**src/rtl/chcl_pkg.sv**
```systemverilog
// Shared types and constants for the convex hull chain length unit.
// No dependencies; used by chcl_ctrl, chcl_dp and the top level.
package chcl_pkg;

   localparam int COORD_W   = 24;
   localparam int LEN_W     = 34;
   localparam int HULL_W    = 9;
   localparam int STAT_W    = 2;
   localparam int SQ_W      = 50;   // radicand width: dx^2 + dz^2 < 2^50
   localparam int ROOT_W    = 25;
   localparam int SQRT_STEPS = 25;  // one root bit per cycle

   localparam logic [LEN_W-1:0] LEN_MAX = '1;

   typedef enum logic [STAT_W-1:0] {
      STAT_OK       = 2'd0,
      STAT_EMPTY    = 2'd1,
      STAT_DROPPED  = 2'd2,
      STAT_OPEN     = 2'd3
   } status_type;

   // controller -> datapath commands
   typedef struct packed {
      logic wr;         // store incoming word
      logic rd;         // read store entry into read register
      logic lm_load;    // leftmost x <= read x
      logic p_load;     // p point <= read data
      logic q_load;     // q point <= read data
      logic p_from_q;   // p point <= q point
      logic mul_turn;   // register both cross product terms
      logic mul_edge;   // register dx^2 and dz^2
      logic sq_start;   // load root unit with sum of squares
      logic sq_step;    // one root iteration
      logic acc;        // add root to length, saturating
      logic len_clr;    // clear length
      logic out_load;   // length -> result register
   } dp_cmd_type;

   // datapath -> controller status
   typedef struct packed {
      logic lm_less;    // read x < leftmost x
      logic ccw;        // counterclockwise turn
   } dp_stat_type;

endpackage

```
**src/rtl/chcl_ctrl.sv**
```systemverilog
// Controller: load sequencing, leftmost search, wrap scan, edge and result control.
// Depends on chcl_pkg; drives chcl_dp.
module chcl_ctrl #(
   parameter int MAX_POINTS = 256,
   parameter int IW = 8,
   parameter int CW = 9
) (
   input  logic                         clock,
   input  logic                         reset,
   input  logic                         req_valid,
   output logic                         req_stall,
   input  logic                         req_last_point,
   output logic                         rsp_valid,
   input  logic                         rsp_stall,
   output logic [chcl_pkg::HULL_W-1:0]  rsp_hull_count,
   output logic [chcl_pkg::STAT_W-1:0]  rsp_status,
   output chcl_pkg::dp_cmd_type         cmd,
   output logic [IW-1:0]                wr_addr,
   output logic [IW-1:0]                rd_addr,
   input  chcl_pkg::dp_stat_type        stat
);

   typedef enum logic [4:0] {
      ST_LOAD, ST_START, ST_LM_RD, ST_LM_CMP, ST_P_RD, ST_P_LD, ST_Q_RD, ST_Q_LD,
      ST_SC_RD, ST_SC_MUL, ST_SC_CMP, ST_ROUND_END, ST_E_MUL, ST_E_SQ0, ST_E_SQ,
      ST_E_ACC, ST_FIN
   } state_type;

   localparam logic [CW-1:0] MAX_CNT = CW'(MAX_POINTS);

   state_type state_ff, state_in;
   logic [CW-1:0] cnt_ff, cnt_in, vis_ff, vis_in;
   logic [IW-1:0] i_ff, i_in, l_ff, l_in, p_ff, p_in, q_ff, q_in;
   logic [4:0]    sq_ff, sq_in;
   logic          drop_ff, drop_in, rv_ff, rv_in;
   logic [chcl_pkg::HULL_W-1:0] hc_ff, hc_in;
   chcl_pkg::status_type st_ff, st_in, fin_ff, fin_in;
   logic          accept, i_last;
   logic [CW-1:0] p_next;

   assign accept = (state_ff == ST_LOAD) && req_valid;
   assign i_last = (CW'(i_ff) == cnt_ff - CW'(1));
   assign p_next = CW'(p_ff) + CW'(1);

   always_comb begin
      state_in = state_ff;
      cnt_in   = cnt_ff;
      vis_in   = vis_ff;
      i_in     = i_ff;
      l_in     = l_ff;
      p_in     = p_ff;
      q_in     = q_ff;
      sq_in    = sq_ff;
      drop_in  = drop_ff;
      rv_in    = rv_ff && rsp_stall;
      hc_in    = hc_ff;
      st_in    = st_ff;
      fin_in   = fin_ff;
      cmd      = '0;
      wr_addr  = cnt_ff[IW-1:0];
      rd_addr  = i_ff;
      case (state_ff)
         ST_LOAD: begin
            if (accept) begin
               if (cnt_ff < MAX_CNT) begin
                  cmd.wr = 1'b1;
                  cnt_in = cnt_ff + CW'(1);
               end else begin
                  drop_in = 1'b1;
               end
               if (req_last_point) begin
                  cmd.len_clr = 1'b1;
                  state_in    = ST_START;
               end
            end
         end
         ST_START: begin
            vis_in = '0;
            i_in   = '0;
            l_in   = '0;
            if (cnt_ff == '0) begin
               fin_in   = chcl_pkg::STAT_EMPTY;
               state_in = ST_FIN;
            end else begin
               state_in = ST_LM_RD;
            end
         end
         ST_LM_RD: begin
            cmd.rd   = 1'b1;
            state_in = ST_LM_CMP;
         end
         ST_LM_CMP: begin
            if (i_ff == '0 || stat.lm_less) begin
               cmd.lm_load = 1'b1;
               l_in        = i_ff;
            end
            if (i_last) begin
               state_in = ST_P_RD;
            end else begin
               i_in     = i_ff + IW'(1);
               state_in = ST_LM_RD;
            end
         end
         ST_P_RD: begin
            rd_addr  = l_ff;
            cmd.rd   = 1'b1;
            p_in     = l_ff;
            state_in = ST_P_LD;
         end
         ST_P_LD: begin
            cmd.p_load = 1'b1;
            state_in   = ST_Q_RD;
         end
         ST_Q_RD: begin
            // first candidate: next stored point, wrapping to index 0
            q_in     = (p_next == cnt_ff) ? '0 : p_next[IW-1:0];
            rd_addr  = q_in;
            cmd.rd   = 1'b1;
            vis_in   = vis_ff + CW'(1);
            state_in = ST_Q_LD;
         end
         ST_Q_LD: begin
            cmd.q_load = 1'b1;
            i_in       = '0;
            state_in   = ST_SC_RD;
         end
         ST_SC_RD: begin
            cmd.rd   = 1'b1;
            state_in = ST_SC_MUL;
         end
         ST_SC_MUL: begin
            cmd.mul_turn = 1'b1;
            state_in     = ST_SC_CMP;
         end
         ST_SC_CMP: begin
            if (stat.ccw) begin
               cmd.q_load = 1'b1;
               q_in       = i_ff;
            end
            if (i_last) begin
               state_in = ST_ROUND_END;
            end else begin
               i_in     = i_ff + IW'(1);
               state_in = ST_SC_RD;
            end
         end
         ST_ROUND_END: begin
            if (q_ff == l_ff) begin
               fin_in   = drop_ff ? chcl_pkg::STAT_DROPPED : chcl_pkg::STAT_OK;
               state_in = ST_FIN;
            end else if (vis_ff >= cnt_ff) begin
               fin_in   = chcl_pkg::STAT_OPEN;
               state_in = ST_FIN;
            end else begin
               state_in = ST_E_MUL;
            end
         end
         ST_E_MUL: begin
            cmd.mul_edge = 1'b1;
            state_in     = ST_E_SQ0;
         end
         ST_E_SQ0: begin
            cmd.sq_start = 1'b1;
            sq_in        = '0;
            state_in     = ST_E_SQ;
         end
         ST_E_SQ: begin
            cmd.sq_step = 1'b1;
            sq_in       = sq_ff + 5'd1;
            if (sq_ff == 5'(chcl_pkg::SQRT_STEPS - 1)) state_in = ST_E_ACC;
         end
         ST_E_ACC: begin
            cmd.acc      = 1'b1;
            cmd.p_from_q = 1'b1;
            p_in         = q_ff;
            state_in     = ST_Q_RD;
         end
         ST_FIN: begin
            if (!rv_ff || !rsp_stall) begin
               cmd.out_load = 1'b1;
               rv_in        = 1'b1;
               hc_in        = chcl_pkg::HULL_W'(vis_ff);
               st_in        = fin_ff;
               cnt_in       = '0;
               drop_in      = 1'b0;
               state_in     = ST_LOAD;
            end
         end
         default: state_in = ST_LOAD;
      endcase
   end

   always_ff @(posedge clock) begin
      if (reset) begin
         state_ff <= ST_LOAD;
         cnt_ff   <= '0;
         drop_ff  <= 1'b0;
         rv_ff    <= 1'b0;
      end else begin
         state_ff <= state_in;
         cnt_ff   <= cnt_in;
         drop_ff  <= drop_in;
         rv_ff    <= rv_in;
      end
      vis_ff <= vis_in;
      i_ff   <= i_in;
      l_ff   <= l_in;
      p_ff   <= p_in;
      q_ff   <= q_in;
      sq_ff  <= sq_in;
      hc_ff  <= hc_in;
      st_ff  <= st_in;
      fin_ff <= fin_in;
   end

   assign req_stall      = (state_ff != ST_LOAD);
   assign rsp_valid      = rv_ff;
   assign rsp_hull_count = hc_ff;
   assign rsp_status     = st_ff;

endmodule

```
**config.mk**
```make
export PLATFORM = sky130hd
export DESIGN_NAME = chcl_ctrl
export DESIGN_NICKNAME = d
export VERILOG_FILES = /design/src/rtl/chcl_pkg.sv /design/src/rtl/chcl_ctrl.sv
export SDC_FILE = /design/constraint.sdc
export NUM_CORES = 1
export LEC_CHECK = 0
export ABC_CLOCK_PERIOD_IN_PS = 4500
export BUFFER_PORTS_ARGS = -buffer_cell sky130_fd_sc_hd__buf_2
export CORE_UTILIZATION = 55
export DETAILED_ROUTE_END_ITERATION = 8
export HOLD_SLACK_MARGIN = 0.08
export PLACE_DENSITY_LB_ADDON = 0.3
export SETUP_SLACK_MARGIN = 0.15
export SLEW_MARGIN = 40
export SYNTH_ARGS = -nofsm -noshare
export SYNTH_HDL_FRONTEND = slang
export SYNTH_SLANG_ARGS = --single-unit
export TNS_END_PERCENT = 1
```
**constraint.sdc**
```tcl
create_clock -name clock -period 4.5 [get_ports clock]
set_input_delay 0.9 -clock clock [delete_from_list [all_inputs] [get_ports clock]]
set_output_delay 0.9 -clock clock [all_outputs]
set_load 0.03 [all_outputs]
```
==> results <==
- The largest family of logic cells by synthesized area is simple AND/OR/NAND/NOR gates.
- The worst setup path is launched from a flop.
- The biggest area contributor in the post-synthesis netlist is edfxtp_1.
- The power per cell area is 535.0 nW/µm².
- The cell row count is 32.
- The maximum clock skew at final layout is 0.005160 ns.
- The floorplan core area is 7888 µm².
- In the routed layout, each cell is associated on average with a via count of 6.117.
- Max-cap violations in this run came to 0.
- After synthesis, the largest area contributor takes up 38.82% of total cell area.
- The signed area change from the synthesized netlist to the final layout is 10.42%.
- STA classifies the critical path endpoint as an output port.
- In this run the critical register-to-register path is launched from state_ff[2].
- The worst hold path begins at fin_ff[0].
- In this run, the number of DRC markers left after iteration 0 of detailed routing was 330.
- The cts-stage hold buffer count is 0.
- The worst-case reg-to-reg path depth is 5.
- The number of nets handed over by synthesis was 483.
- The effective utilization at floorplan is 57.87%.
- The area of the die is 8668 µm².
- The number of endpoints failing setup at the final stage is 0.
- The total area of sequential cells is 2092 µm².
- Fill cells in the final layout number 629.
- Detailed placement ended at an HPWL of 7960 µm.
- The final layout contains 509 nets.
- The final layout contains routed wiring with a total length of 10920 µm.
- The first global-routing pass estimated 17850 µm of wire.
- The gate count after technology mapping is 459.
- The count of warnings emitted by yosys is 0.
- The routed layout has 3621 vias.
- The path with the worst hold slack has its endpoint at rsp_status[0].
- The multi-input combinational cells in the finished layout cover a total of 2220 µm².
- The critical path is of the reg -> out type.
- The slew at the pin closest to its max-slew limit is 0.7841 ns.
- 49 I/O pins were placed.
- The highest ir drop seen on vdd is 0.4372 mV.
- The run finished with clean final reports.
- Summing the areas of all compound-gate instances in the mapped netlist gives 10.33% of the synthesized area.
- The type of the most critical hold path is reg -> reg.
- The post-cts gate resize count is 0.
- The area of all placed cells without fillers is 5040 µm².
- Counting instances, the worst hold path has a depth of 0.
- Data arrives at the worst endpoint at 3.02 ns.
- The routed design could run at a clock period as short as 3.922 ns.
- In this run the mean area of a mapped cell was 9.944 µm².
- Measured against the total synthesized area, the mux share comes to 1.974%.
- In the synthesized netlist, the cells that appear most often are edfxtp_1, nor2_1, xnor2_1.
- The area share of xor/xnor cells in the synthesized design is 10.94%.
- The iteration count of the initial detailed-routing pass is 5.
- Clock-pin slew was measured on the worst setup and hold paths at 0.08 ns.
- The number of distinct library cells after synthesis is 53.
- The maximum clock path buffer count is 2.
- The total power draw is 2.696 mW.
- Clock tree synthesis found a total of 75 sinks.
- Static timing analysis puts the maximum clock frequency at 255.0 MHz.
- The via count of the first global-routing pass is 3596.
- The clock network latency to the later pin of the worst-skew pair is 0.35 ns.
- In the final timing run, aggregate negative setup slack is 0 ns.
- By instance count, the leading cell after synthesis is edfxtp_1.
- The antenna diode instance count is 0.
- The floorplan die height is 93.10 µm.
- The share of the clock period used by the worst path after layout is 87.15%.
- The total track usage is 27.00%.
- After Yosys synthesis, and, or, nand and nor cells account for 20.59% of the synthesized area.
- The tree is rooted in a clkbuf_8.
- The final count of hold timing violations is 0.
- The aggregate global routing overflow is 0.
- In this run the cell area measured after placement is 4788 µm².
- The reg-to-reg endpoint is q_ff[7].
- The max-slew violation total from the final report is 0.
- Summing the areas of all fa, ha and maj instances in the mapped netlist gives 4.660% of the synthesized area.
- The largest individual stage delay along the critical path comes from the cell dfxtp_1.
- In this run the remaining antenna-violating nets after routing total 0.
- Entering global routing, the biggest net connects 20 pins.
- The sequential element share of the synthesized area is 45.83%.
- The H-tree depth is 3.
- The flop and latch count out of synthesis is 75.
- In the synthesized netlist the dominant register cell turns out to be edfxtp_1.
- The leakage power of the design is 1.912 nW.
- The headroom to the max-slew limit is 47.25%.
- The TritonCTS clock tree is yes.
- Once the clock tree was built, the setup fixing pass inserted 0 buffers.
- Counting flops with an async set or reset pin after synthesis yields a share of 0%.
- By area the synthesized netlist is led by edfxtp_1, dfxtp_1, xnor2_1.
- The count of port buffers added during placement is 48.
- Along the worst path, the maximum fanout reaches 19.
- Setup repair after global routing left no endpoint under its margin.
- Buffers inserted during clock tree synthesis total 9.
- Hold is met by 0.4253 ns.
- STA puts the critical path data required time at 3.60 ns.
- Counting flops with a built-in enable in the synthesized netlist gives 59.
- The final RePlAce weighted congestion is 0.9241.
- The initial antenna violation count is 0.
- The detailed-route DRC error count is 0.
- The largest single stage delay on the critical path is 0.68 ns.
- The register-to-register setup slack is 1.63 ns.
- The critical path goes through nand2b_1 -> or3_1 -> inv_1 -> nand2_1 -> o31ai_1 -> buf_2.
- The die is 93.10 µm wide.
- Of the cells placed in the final design, the portion with a size suffix greater than 1 is 17.76%.
- The summed instance area of the synthesized netlist is 4564 µm².
- After detailed routing, the average wire length per cell comes to 18.45 µm.
==> power breakdown <==
part           switching [mW]  total, mW  internal [mW]
Sequential              0.255       1.18          0.922
Clock                   0.253      0.625          0.372
Combinational           0.536      0.894          0.357
==> flip-flops by register name, indices dropped and copies added, names as in the netlist <==
name and count:
cnt_ff 9, rsp_hull_count 9, vis_ff 9, i_ff 8, l_ff 8, p_ff 8, q_ff 8, sq_ff 5
state_ff 5, fin_ff 2, rsp_status 2, drop_ff 1, rsp_valid 1
==> through the flow <==
| stage | cells | utilization [%] | setup WS [ns] |
|---|---|---|---|
| 6_report | 592 | 63.90 | 0.5782 |
| 5_1_grt | 592 | 63.90 | 0.3531 |
| 4_1_cts | 592 | 63.90 | 0.6261 |
| 3_5_place_dp | 576 | 60.71 | 1.018 |
| 3_3_place_gp | 576 | 60.71 | 1.204 |
| 2_1_floorplan | 459 | - | 1.074 |
==> area by class of cell <==
type                    count  area share (%)
clock inverters             2          0.6951
clock buffers              14           4.295
well taps                 102           2.532
multi-input cells         327           44.04
repair buffers             53           5.511
inverters                  19           1.415
flip-flops and latches     75           41.51
==> worst max path at each step <==
stage / start / end / slack (ns)
after floorplan: p_ff[0] / rd_addr[3] / 1.07
after global placement: state_ff[2] / rd_addr[2] / 1.20
after detailed placement: state_ff[2] / rd_addr[6] / 1.02
after CTS: state_ff[2] / rd_addr[6] / 0.63
after global routing: state_ff[2] / rd_addr[6] / 0.35
final: state_ff[2] / rd_addr[6] / 0.58
==> logic make-up after synthesis <==
kind of cell | after synthesis
AO/OA/AOI/OAI | 66
XOR/XNOR | 57
adder cells (fa/ha/maj) | 17
buffers and inverters | 57
flip-flops | 75
multiplexers | 8
AND/OR/NAND/NOR | 179
==> layout by cell type (no fill, tap or decap), drive strengths merged, types with 2 or more instances in the layout <==
master	instances
and4	3
nor3b	5
nand3b	2
nand2	27
a21oi	10
or4b	2
and2	4
a211o	3
clkbuf	14
nor2	46
buf	53
or4	2
nor2b	3
nand3	26
ha	17
dfxtp	16
xor2	21
nor4	10
o21a	5
edfxtp	59
nand4	7
mux2	8
a21boi	2
nor3	8
o211ai	3
a22oi	8
o31ai	17
xnor2	36
or3	3
nand2b	4
o22ai	2
inv	19
or2	3
o21ai	8
and3	21
==> metal layers <==
| metal | routed length (µm) | part of all wire (%) | vias to the layer above | track usage [%] |
|---|---|---|---|---|
| met1 | 4596 | 42 | 1758 | 34.40 |
| met2 | 5353 | 49 | 148 | 44.06 |
| met4 | 245 | 2.2 | 0 | 11.41 |
| met5 | 0 | 0 | - | 0 |
| li1 | - | - | 1691 | - |
| met3 | 728 | 6.7 | 24 | 6.260 |
==> worst max-delay path: cells and delay by family (launching register included) <==
family                 cells  cell delay (ns)
and+or+nand+nor            3             1.17
DFF                        1             0.68
AOI/OAI and AO/OA          1             0.39
buffers and inverters      2             0.40
No activity file was read; power rests on OpenSTA's default activity.
